===== src/rtl/dfl_pkg.sv =====
// Shared constants, types and helper functions of the decimating FIR low-pass filter.
package dfl_pkg;

    localparam int MAX_ORDER     = 256;
    localparam int SAMPLE_BITS   = 16;
    localparam int COEF_BITS     = 18;
    localparam int GAIN_BITS     = 24;
    localparam int GAIN_FRAC     = 16;
    localparam int ORDER_BITS    = 9;
    localparam int DEC_BITS      = 8;
    localparam int WARM_BITS     = ORDER_BITS - 1;
    localparam int LINE_DEPTH    = MAX_ORDER + 1;
    localparam int ADDR_BITS     = $clog2(LINE_DEPTH);
    localparam int FILL_BITS     = $clog2(LINE_DEPTH + 1);
    localparam int PROD_BITS     = SAMPLE_BITS + COEF_BITS;
    localparam int ACC_BITS      = PROD_BITS + ADDR_BITS;
    localparam int MAG_LO        = ACC_BITS / 2;
    localparam int SUM_BITS      = ACC_BITS + GAIN_BITS + 1;
    localparam int OUT_SHIFT     = COEF_BITS - 1 + GAIN_FRAC;
    localparam int Q_BITS        = SUM_BITS - OUT_SHIFT;
    localparam int QUEUE_DEPTH   = 2;
    localparam int QPTR_BITS     = $clog2(QUEUE_DEPTH);
    localparam int QCNT_BITS     = $clog2(QUEUE_DEPTH + 1);
    localparam int CFG_IDX_BITS  = 3;
    localparam int CFG_DATA_BITS = 24;

    localparam logic [CFG_IDX_BITS-1:0] CFG_ORDER      = 3'd0;
    localparam logic [CFG_IDX_BITS-1:0] CFG_DECIMATION = 3'd1;
    localparam logic [CFG_IDX_BITS-1:0] CFG_GAIN       = 3'd2;
    localparam logic [CFG_IDX_BITS-1:0] CFG_COEF_INDEX = 3'd3;
    localparam logic [CFG_IDX_BITS-1:0] CFG_COEF_VALUE = 3'd4;

    typedef struct packed {
        logic [ORDER_BITS-1:0] order;
        logic [WARM_BITS-1:0]  dly;
        logic [DEC_BITS-1:0]   dec;
        logic [GAIN_BITS-1:0]  gain;
    } t_cfg;

    typedef struct packed {
        logic signed [SAMPLE_BITS-1:0] sample;
        logic                          first;
        logic                          emit;
    } t_item;

    typedef struct packed {
        logic                        we;
        logic [ORDER_BITS-1:0]       addr;
        logic signed [COEF_BITS-1:0] data;
    } t_coef_wr;

    function automatic logic [ORDER_BITS-1:0] eff_order(input logic [ORDER_BITS-1:0] fo);
        logic [ORDER_BITS-1:0] ord;
        ord = fo & ~ORDER_BITS'(1);
        if (ord < ORDER_BITS'(2)) ord = ORDER_BITS'(2);
        if (ord > ORDER_BITS'(MAX_ORDER)) ord = ORDER_BITS'(MAX_ORDER) & ~ORDER_BITS'(1);
        return ord;
    endfunction

    function automatic logic [DEC_BITS-1:0] eff_dec(input logic [DEC_BITS-1:0] d);
        return (d == '0) ? DEC_BITS'(1) : d;
    endfunction

endpackage


===== src/rtl/dfl_front.sv =====
// Front end: accepts samples, tracks warm-up and decimation phase, tags each word.
module dfl_front (
    input  logic                                i_clk,
    input  logic                                i_rst_n,
    input  logic                                i_valid,
    output logic                                o_ready,
    input  logic signed [dfl_pkg::SAMPLE_BITS-1:0] i_sample,
    input  logic                                i_pad,
    input  logic                                i_first,
    input  dfl_pkg::t_cfg                       i_cfg,
    input  logic                                i_full,
    output logic                                o_push,
    output dfl_pkg::t_item                      o_item
);

    logic [dfl_pkg::WARM_BITS-1:0] r_warm, n_warm, w;
    logic [dfl_pkg::DEC_BITS-1:0]  r_phase, n_phase, p;
    logic                          emit;

    assign o_ready = !i_full;
    assign o_push  = i_valid && !i_full;

    always_comb begin
        w       = i_first ? '0 : r_warm;
        p       = i_first ? '0 : r_phase;
        n_warm  = w;
        n_phase = p;
        emit    = 1'b0;
        if (w < i_cfg.dly) begin
            n_warm = w + dfl_pkg::WARM_BITS'(1);
        end else begin
            emit = (p == '0);
            if (({1'b0, p} + 9'd1) >= {1'b0, i_cfg.dec}) begin
                n_phase = '0;
            end else begin
                n_phase = p + dfl_pkg::DEC_BITS'(1);
            end
        end
    end

    assign o_item.sample = i_pad ? '0 : i_sample;
    assign o_item.first  = i_first;
    assign o_item.emit   = emit;

    always_ff @(posedge i_clk) begin
        if (!i_rst_n) begin
            r_warm  <= '0;
            r_phase <= '0;
        end else if (o_push) begin
            r_warm  <= n_warm;
            r_phase <= n_phase;
        end
    end

endmodule


===== config.mk =====
export PLATFORM = sky130hd
export DESIGN_NAME = dfl_front
export DESIGN_NICKNAME = d
export VERILOG_FILES = /design/src/rtl/dfl_pkg.sv /design/src/rtl/dfl_front.sv
export SDC_FILE = /design/constraint.sdc
export NUM_CORES = 1
export LEC_CHECK = 0
export BUFFER_PORTS_ARGS = -buffer_cell sky130_fd_sc_hd__buf_2
export CAP_MARGIN = 20
export CORE_MARGIN = 1
export CORE_UTILIZATION = 45
export CTS_BUF_LIST = sky130_fd_sc_hd__clkbuf_4
export CTS_CLUSTER_SIZE = 12
export DETAILED_ROUTE_END_ITERATION = 7
export MAX_ROUTING_LAYER = met4
export PLACE_DENSITY = 0.83
export SLEW_MARGIN = 10
export SYNTH_ARGS = -nofsm -noshare
export SYNTH_HDL_FRONTEND = slang
export SYNTH_SLANG_ARGS = --single-unit

===== constraint.sdc =====
create_clock -name i_clk -period 4.5 [get_ports i_clk]
set_clock_uncertainty 0.1 [all_clocks]
set_input_delay 1.125 -clock i_clk [delete_from_list [all_inputs] [get_ports i_clk]]
set_output_delay 1.125 -clock i_clk [all_outputs]
set_load 0.05 [all_outputs]

==> metrics.md <==
| Metric | Value |
|---|---|
| Nets | 344 |
| Max_cap viols | 0 |
| Asr flop ratio synth | 0 |
| Routed vias/inst | 5.353 |
| Initial Util | 0.4698 |
| Vias in the first global route | 1300 |
| Post-DR wirelength/cell | 11.31 um |
| Layout cells sized above 1 | 0.2756 |
| Area grow syn2layout | 21.15% |
| Area of the multi-input gates | 1131 um2 |
| Crit-path max FO | 13 |
| PD cells | 166.1 nW/um2 |
| Total wire length | 3392 um |
| Worst path arrival time | 2830 ps |
| Largest net degree at the start of global routing | 17 |
| Top-count cell post-synth | nand2_1 |
| # port buffers | 57 |
| Final setup violation count | 0 |
| Post-CTS Setup Bufs | 0 |
| Hold Path Class | register to register |
| Min Clock Period, post-route | 4055 ps |
| Post-synthesis sequential element count | 16 |
| Clk_lat worst skew | 290 ps |
| DRC errors left | 0 |
| Initial antenna violation count | 0 |
| CP peak stage delay | 340 ps |
| # IOs | 91 |
| Slew Limit Headroom | 0.5325 |
| Mapped Area | 1568 um2 |
| Met3 usage | 0.02521 |
| Fill cells | 325 |
| Worst endpoint required time | 3270 ps |
| Crit share post-route | 0.9011 |
| Cell Chain, Critical Path | buf_2, nor2b_1, ha_1, nand2b_1, o221ai_2, a211o_1, a21oi_1, buf_2 |
| Pre-Repair DR Iteration Count | 4 |
| Iteration-0 DRC Markers | 46 |
| Post-synth EDFFs | 0 |
| N_diodes | 0 |
| Hold buffers post-CTS | 0 |
| Clock Path Buffers | 2 |
| Top post-synthesis cells by count | nand2_1 (25), nor2b_1 (24), ha_1 (18), inv_1 (18), dfxtp_1 (16) |
| Crit. End Element | primary output |
| DIE HEIGHT | 61.03 um |
| Die footprint | 3724 um2 |
| Slew Viols, Final | 0 |
| Status | finished, final reports clean |
| Synth Area per Inst | 7.839 um2 |
| Worst path slowest cell | a211o_1 |
| Cts bufs inserted | 3 |
| P_leak | 0.9074 nW |
| Prevailing post-synth register cell | dfxtp_1 |
| Std cell rows | 21 |
| Storage cell area | 320.3 um2 |
| CTS root buffer | clkbuf_4 |
| Maximum vdd drop | 0.08199 mV |
| Die Width | 61.03 um |
| Final hold viol count | 0 |
| DP HPWL | 2766 um |
| Antenna-violating nets left | 0 |
| Max H-tree Level | 1 |
| Vias after detailed routing | 1606 |
| Synth top area share | 0.2043 |
| Post-synthesis sequential area ratio | 0.2043 |
| Fmax | 246.6 MHz |
| Cells after synthesis | 200 |
| GR Layer Usage met1 | 0.2487 |
| Leading post-synthesis cells by cell area | dfxtp_1 (20%), ha_1 (14%), nor2b_1 (9.6%) |
| RD Place Congestion | 0.8561 |
| Crit path max-delay family | compound AO/OA/AOI/OAI gates |
| Most used cell, CP | buf_2 |
| First-pass GRT wire length | 5423 um |
| Final Power | 0.3155 mW |
| Yosys cell types | 45 |
| CP Buf/Inv Count | 2 |
| Worst-path clk slew | 100 ps |
| Biggest area consumer among synthesized cells | dfxtp_1 |
| GRT met2 Usage | 0.3199 |
| Post-synth net total | 289 |
| GR Util All Layers | 0.1965 |
| CORE AREA | 3337 um2 |
| Setup TNS | 0 ps |
| Worst setup path class | input pin to primary output |
| Clock sinks | 16 |
| Worst-margin pin slew | 696.5 ps |
| Most Crowded Layer GR | met2 |
| RSZ-0062 raised after global routing | no |
| Grt total ovfl | 0 |
| Yosys Warn Count | 0 |
| TritonCTS clock tree | done |
| Setup crit start kind | input pin |
| CTS resizes | 0 |
==> path summary, 6_finish.rpt <==
check                           slack [ps]  cells after the start    endpoint        from
worst min register to register         400                      2   r_warm[7]   r_warm[7]
worst max-delay path                   440                      8   o_item[0]     i_first
worst min-delay path                   400                      2   r_warm[7]   r_warm[7]
worst max register to register        1470                     12  r_phase[0]  r_phase[0]
==> worst min-delay path, cell delays in order, from the launching register on <==
cell	delay [ps]
dfxtp_1	330
nand3_1	70
mux2i_1	60
==> power breakdown <==
part / internal, mW / switching (mW) / leakage, nW
combinational: 0.0323 / 0.0629 / 0.763
sequential: 0.143 / 0.00131 / 0.129
clock: 0.0322 / 0.0439 / 0.0154
total: 0.207 / 0.108 / 0.907
==> state kept, by name, indices dropped and copies added, names as in the netlist <==
| register | flops |
|---|---|
| r_phase | 8 |
| r_warm | 8 |
==> stage by stage <==
stage	setup WS (ps)	utilization	hold WS, ps	area [um2]	cells
2_1_floorplan	592.7	-	355.2	1568	200
3_3_place_gp	488.8	0.5613	364.5	1873	296
3_5_place_dp	448.4	0.5613	384.2	1873	296
4_1_cts	445.7	0.5692	401.5	1899	300
5_1_grt	302.6	0.5692	421.3	1899	300
6_report	444.9	0.5692	400.9	1899	300
==> cells by family after synthesis <==
logic type,synth area share
DFF,0.2043
buffers and inverters,0.07421
muxes,0.04469
xor gates and xnor gates,0.02794
AOI/OAI and AO/OA,0.1716
adders and majority gates,0.1437
and+or+nand+nor,0.3336
==> routing by layer <==
layer | vias to the layer above | routed length, um
met2 | 62 | 1529
met1 | 724 | 1595
met5 | - | 0
met3 | 5 | 222
li1 | 815 | -
met4 | 0 | 44
==> layout by cell type, fill, tap and decap left out, drive strengths merged, types with 3 or more instances in the layout <==
cell,instances
o21ai,5
ha,18
a21oi,5
inv,19
nand2,25
xnor2,3
buf,58
clkbuf,3
nor4,3
a32o,7
nor2b,24
dfxtp,16
nand4,5
nand3,11
mux2i,7
nand2b,5
nor2,8
nor3,6
o31ai,3
==> layout make-up <==
class | count | share of cell area
multi-input cells | 157 | 0.5955
flip-flops and latches | 16 | 0.1686
repair buffers | 58 | 0.1542
inverters | 19 | 0.03755
well taps | 46 | 0.03030
clock buffers | 3 | 0.01186
clock inverters | 1 | 0.001976
No activity file was read; power rests on OpenSTA's default activity.
