$ cat config.mk
export PLATFORM = sky130hd
export DESIGN_NAME = dfl_queue
export DESIGN_NICKNAME = d
export VERILOG_FILES = /design/src/rtl/dfl_pkg.sv /design/src/rtl/dfl_queue.sv
export SDC_FILE = /design/constraint.sdc
export NUM_CORES = 1
export LEC_CHECK = 0
export BUFFER_PORTS_ARGS = -buffer_cell sky130_fd_sc_hd__buf_2
export CORE_MARGIN = 1.5
export CORE_UTILIZATION = 45
export DETAILED_ROUTE_END_ITERATION = 16
export PLACE_DENSITY = 0.82
export SLEW_MARGIN = 20
export SYNTH_ARGS = -nofsm -noshare
export SYNTH_HDL_FRONTEND = slang
export SYNTH_SLANG_ARGS = --single-unit
$ cat constraint.sdc
create_clock -name i_clk -period 1.77 [get_ports i_clk]
set_input_delay 0.177 -clock i_clk [delete_from_list [all_inputs] [get_ports i_clk]]
set_output_delay 0.177 -clock i_clk [all_outputs]
set_load 0.01 [all_outputs]
$ cat src/rtl/dfl_pkg.sv
// Shared constants, types and helper functions of the decimating FIR low-pass filter.
package dfl_pkg;

    localparam int MAX_ORDER     = 256;
    localparam int SAMPLE_BITS   = 16;
    localparam int COEF_BITS     = 18;
    localparam int GAIN_BITS     = 24;
    localparam int GAIN_FRAC     = 16;
    localparam int ORDER_BITS    = 9;
    localparam int DEC_BITS      = 8;
    localparam int WARM_BITS     = ORDER_BITS - 1;
    localparam int LINE_DEPTH    = MAX_ORDER + 1;
    localparam int ADDR_BITS     = $clog2(LINE_DEPTH);
    localparam int FILL_BITS     = $clog2(LINE_DEPTH + 1);
    localparam int PROD_BITS     = SAMPLE_BITS + COEF_BITS;
    localparam int ACC_BITS      = PROD_BITS + ADDR_BITS;
    localparam int MAG_LO        = ACC_BITS / 2;
    localparam int SUM_BITS      = ACC_BITS + GAIN_BITS + 1;
    localparam int OUT_SHIFT     = COEF_BITS - 1 + GAIN_FRAC;
    localparam int Q_BITS        = SUM_BITS - OUT_SHIFT;
    localparam int QUEUE_DEPTH   = 2;
    localparam int QPTR_BITS     = $clog2(QUEUE_DEPTH);
    localparam int QCNT_BITS     = $clog2(QUEUE_DEPTH + 1);
    localparam int CFG_IDX_BITS  = 3;
    localparam int CFG_DATA_BITS = 24;

    localparam logic [CFG_IDX_BITS-1:0] CFG_ORDER      = 3'd0;
    localparam logic [CFG_IDX_BITS-1:0] CFG_DECIMATION = 3'd1;
    localparam logic [CFG_IDX_BITS-1:0] CFG_GAIN       = 3'd2;
    localparam logic [CFG_IDX_BITS-1:0] CFG_COEF_INDEX = 3'd3;
    localparam logic [CFG_IDX_BITS-1:0] CFG_COEF_VALUE = 3'd4;

    typedef struct packed {
        logic [ORDER_BITS-1:0] order;
        logic [WARM_BITS-1:0]  dly;
        logic [DEC_BITS-1:0]   dec;
        logic [GAIN_BITS-1:0]  gain;
    } t_cfg;

    typedef struct packed {
        logic signed [SAMPLE_BITS-1:0] sample;
        logic                          first;
        logic                          emit;
    } t_item;

    typedef struct packed {
        logic                        we;
        logic [ORDER_BITS-1:0]       addr;
        logic signed [COEF_BITS-1:0] data;
    } t_coef_wr;

    function automatic logic [ORDER_BITS-1:0] eff_order(input logic [ORDER_BITS-1:0] fo);
        logic [ORDER_BITS-1:0] ord;
        ord = fo & ~ORDER_BITS'(1);
        if (ord < ORDER_BITS'(2)) ord = ORDER_BITS'(2);
        if (ord > ORDER_BITS'(MAX_ORDER)) ord = ORDER_BITS'(MAX_ORDER) & ~ORDER_BITS'(1);
        return ord;
    endfunction

    function automatic logic [DEC_BITS-1:0] eff_dec(input logic [DEC_BITS-1:0] d);
        return (d == '0) ? DEC_BITS'(1) : d;
    endfunction

endpackage

$ cat src/rtl/dfl_queue.sv
// Short FIFO of tagged words between the front and back ends.
module dfl_queue (
    input  logic           i_clk,
    input  logic           i_rst_n,
    input  logic           i_push,
    input  dfl_pkg::t_item i_item,
    input  logic           i_pop,
    output logic           o_full,
    output logic           o_empty,
    output dfl_pkg::t_item o_item
);

    dfl_pkg::t_item                 r_mem [dfl_pkg::QUEUE_DEPTH];
    logic [dfl_pkg::QPTR_BITS-1:0]  r_wptr, r_rptr;
    logic [dfl_pkg::QCNT_BITS-1:0]  r_count;

    assign o_full  = (r_count == dfl_pkg::QCNT_BITS'(dfl_pkg::QUEUE_DEPTH));
    assign o_empty = (r_count == '0);
    assign o_item  = r_mem[r_rptr];

    always_ff @(posedge i_clk) begin
        if (i_push) begin
            r_mem[r_wptr] <= i_item;
        end
    end

    always_ff @(posedge i_clk) begin
        if (!i_rst_n) begin
            r_wptr  <= '0;
            r_rptr  <= '0;
            r_count <= '0;
        end else begin
            if (i_push) begin
                r_wptr <= (r_wptr == dfl_pkg::QPTR_BITS'(dfl_pkg::QUEUE_DEPTH - 1)) ?
                          '0 : r_wptr + dfl_pkg::QPTR_BITS'(1);
            end
            if (i_pop) begin
                r_rptr <= (r_rptr == dfl_pkg::QPTR_BITS'(dfl_pkg::QUEUE_DEPTH - 1)) ?
                          '0 : r_rptr + dfl_pkg::QPTR_BITS'(1);
            end
            case ({i_push, i_pop})
                2'b10:   r_count <= r_count + dfl_pkg::QCNT_BITS'(1);
                2'b01:   r_count <= r_count - dfl_pkg::QCNT_BITS'(1);
                default: r_count <= r_count;
            endcase
        end
    end

endmodule

==> metrics.log <==
INFO  metric clock.fmax = 0.647 GHz
INFO  metric synthesis.area = 0.00151 mm2
INFO  metric fillers = 263
INFO  metric worst-endpoint-required = 1.59 ns
INFO  metric cp_top_family = multiplexers
INFO  metric final-setup-viol-count = 0
INFO  metric power.combinational.fraction = 13.6%
INFO  metric crit_path_cell_trace = buf_4 -> mux2_2 -> buf_2
INFO  metric ir_drop = 0.000569 V
INFO  metric clockRootBuffer = clkbuf_4
INFO  metric cts_tree = yes
INFO  metric post-synth-top-area-cell = edfxtp_1
INFO  metric synth.yosys.warnings = 0
INFO  metric stdcell_area = 0.00187 mm2
INFO  metric vias_per_cell = 4.76
INFO  metric synth_fp_nets = 101
INFO  metric cts.path.max_buffers = 2
INFO  metric timing.critical_path.slowest_cell_delay = 0.36 ns
INFO  metric cts_repair_resize_count = 0
INFO  metric asyncSetResetFlopFracSynth = 0%
INFO  metric report.power.total = 1.79 mW
INFO  metric timing.final.max_slew_violations = 0
INFO  metric maximum_fanout_along_the_worst_path = 10
INFO  metric max_slew_margin = 77.4%
INFO  metric gr-usage-all-layers = 13.5%
INFO  metric end_kind = primary output
INFO  metric dp.cells = 165
INFO  metric timing.critical_path.buf_inv = 2
INFO  metric place.port_buffers = 41
INFO  metric post-route-util = 59.6%
INFO  metric synth.area.top_cells = edfxtp_1 (72%), mux2_2 (13%), dfxtp_1 (6.6%), and2_1 (1.7%), xnor2_1 (1.2%)
INFO  metric power_density = 961 mW/mm2
INFO  metric power_report.internal_total = 1.39 mW
INFO  metric power_switching_share = 22.3%
INFO  metric start_kind = register
INFO  metric yosysSeqAreaShare = 78.2%
INFO  metric timing_hold_violations_final = 0
INFO  metric route.antenna.remaining_nets = 0
INFO  metric grt_antenna_before_repair = 0
INFO  metric setup_repair_after_global_routing_missed_its_margin = no
INFO  metric dr_total_vias = 828
INFO  metric grt_max_degree = 14
INFO  metric finalClockSkew = 0.00612 ns
INFO  metric min_path_type = input pin to register
INFO  metric syn_avg_cell_area = 19.4 um2
INFO  metric worst_slack = 0.224 ns
INFO  metric worstSetupPathType = register to primary output
INFO  metric cts_inserted_buffers = 5
INFO  metric clk_pin_slew = 0.11 ns
INFO  metric detail_route.wirelength = 2310 um
INFO  metric synthesis.instances = 78
INFO  metric htree_levels = 2
INFO  metric dp_hpwl = 1760 um
INFO  metric seq_power_share = 63.0%
INFO  metric setup_total_negative_slack = 0 ns
INFO  metric timing.max_cap.violations = 0
INFO  metric fin_cells = 174
INFO  metric synth_cell_type_count = 16
INFO  metric routedWlPerCell = 13.3 um
INFO  metric clkSinkCount = 41
INFO  metric number_of_synthesized_register_bits = 41
INFO  metric pleak = 0.717 nW
INFO  metric initial_core_util = 48.3%
INFO  metric place_area = 0.00181 mm2
INFO  metric tightest_slew = 0.339 ns
INFO  metric fp.dieArea = 0.00371 mm2
INFO  metric fp-row-count = 20
INFO  metric p_switching = 0.400 mW
INFO  metric num_antenna_cells = 0
INFO  metric post-place-ws = 0.530 ns
INFO  metric placer_congestion_estimate = 0.641
INFO  metric synthDominantCellAreaShare = 71.6%
INFO  metric coreArea = 0.00313 mm2
INFO  metric chipHeight = 60.9 um
INFO  metric detailedRoute.firstIterationViolations = 18
INFO  metric finalCritPeriodShare = 87.3%
INFO  metric yosys_most_used_dff = edfxtp_1
INFO  metric nNetsFinal = 152
INFO  metric synth_enable_flop_cells = 36
INFO  metric clock_insertion_delay_worst_skew = 0.33 ns
INFO  metric wire_length_of_the_first_global_routing_pass = 3380 um
INFO  metric die_width = 60.9 um
INFO  metric post-route-min-period = 1.55 ns
INFO  metric drt_pre_antenna_iters = 2
INFO  metric grt_pass1_vias = 829
INFO  metric post-route-drc-count = 0
INFO  metric critPathSlowestCell = mux2_2
INFO  metric syn_to_final_growth = 23.5%
INFO  metric timing.critical_path.arrival = 1.37 ns
INFO  metric synth_top_cells_by_count = edfxtp_1 (36), mux2_2 (18), dfxtp_1 (5)
INFO  metric synthMostInstantiatedCell = edfxtp_1
INFO  metric result_of_the_run = completed
INFO  metric num_io_pins = 42
INFO  metric grt_overflow_total = 0
INFO  metric clock_power_share = 23.4%
INFO  metric worst_hold_slack = 0.0275 ns
INFO  metric final_layout_size_suffix_gt1_share = 54.6%
## sequential cells by signal, indices dropped and copies added (netlist names), named ones only
signal,cells
r_rptr,1
r_mem,36
r_count,2
r_wptr,1
## kinds of logic after synthesis
kind of cell | synth area share [%]
flops | 78.2
mux | 13.4
simple gates | 3.56
compound gates | 1.33
xor+xnor | 1.74
buf+inv | 0.911
fa+ha+maj | 0.828
## final timing paths
kind,cells past startpoint,slack (ns),start,end
max,3,0.22,register,o_item[16]
min reg2reg,2,0.50,r_count[1],r_count[1]
max reg2reg,2,0.56,r_wptr,r_mem[0][16]
min,1,0.03,i_item[8],r_mem[0][8]
## layout by cell type, fill, tap and decap left out
cell type	count
edfxtp_1	36
o21a_1	1
and2b_2	1
clkbuf_1	2
buf_4	3
buf_2	41
xor2_1	1
xnor2_1	2
o21ai_0	1
and2_1	4
nor2_2	1
clkinv_2	1
nor2_1	1
dlygate4sd3_1	1
inv_1	1
nor2b_1	1
mux2_2	18
buf_12	1
or3_1	1
ha_1	1
dfxtp_1	5
a21boi_1	1
clkbuf_4	5
## per-layer routing
metal	up-vias	track usage (%)	share of wire (%)
met1	396	12.6	37
met4	0	8.39	1.8
met5	-	0	0
li1	396	-	-
met3	6	4.69	5.5
met2	30	24.7	56
## power groups by stage
stage          Sequential, mW  Clock [mW]  Combinational, mW
4_1_cts                  1.13       0.436              0.247
2_1_floorplan            1.15           0              0.141
5_1_grt                  1.14       0.485              0.265
6_report                 1.13       0.420              0.244
3_3_place_gp             1.15           0              0.237
3_5_place_dp             1.15           0              0.246
## what timing repair did
item                      CTS  global route
hold endpoints to repair    0             2
hold buffers                0             1
buffers inserted            0             0
## cell type report
class / instances / area [um2] / share of cell area [%]
Sequential cell: 41 / 1180 / 63.3
Multi-Input combinational cell: 34 / 318 / 17.0
Timing Repair Buffer: 46 / 258 / 13.8
Tap cell: 44 / 55.1 / 2.95
Clock buffer: 7 / 45.0 / 2.41
Clock inverter: 1 / 5.00 / 0.268
Inverter: 1 / 3.75 / 0.201
(Power assumes the default switching activity.)
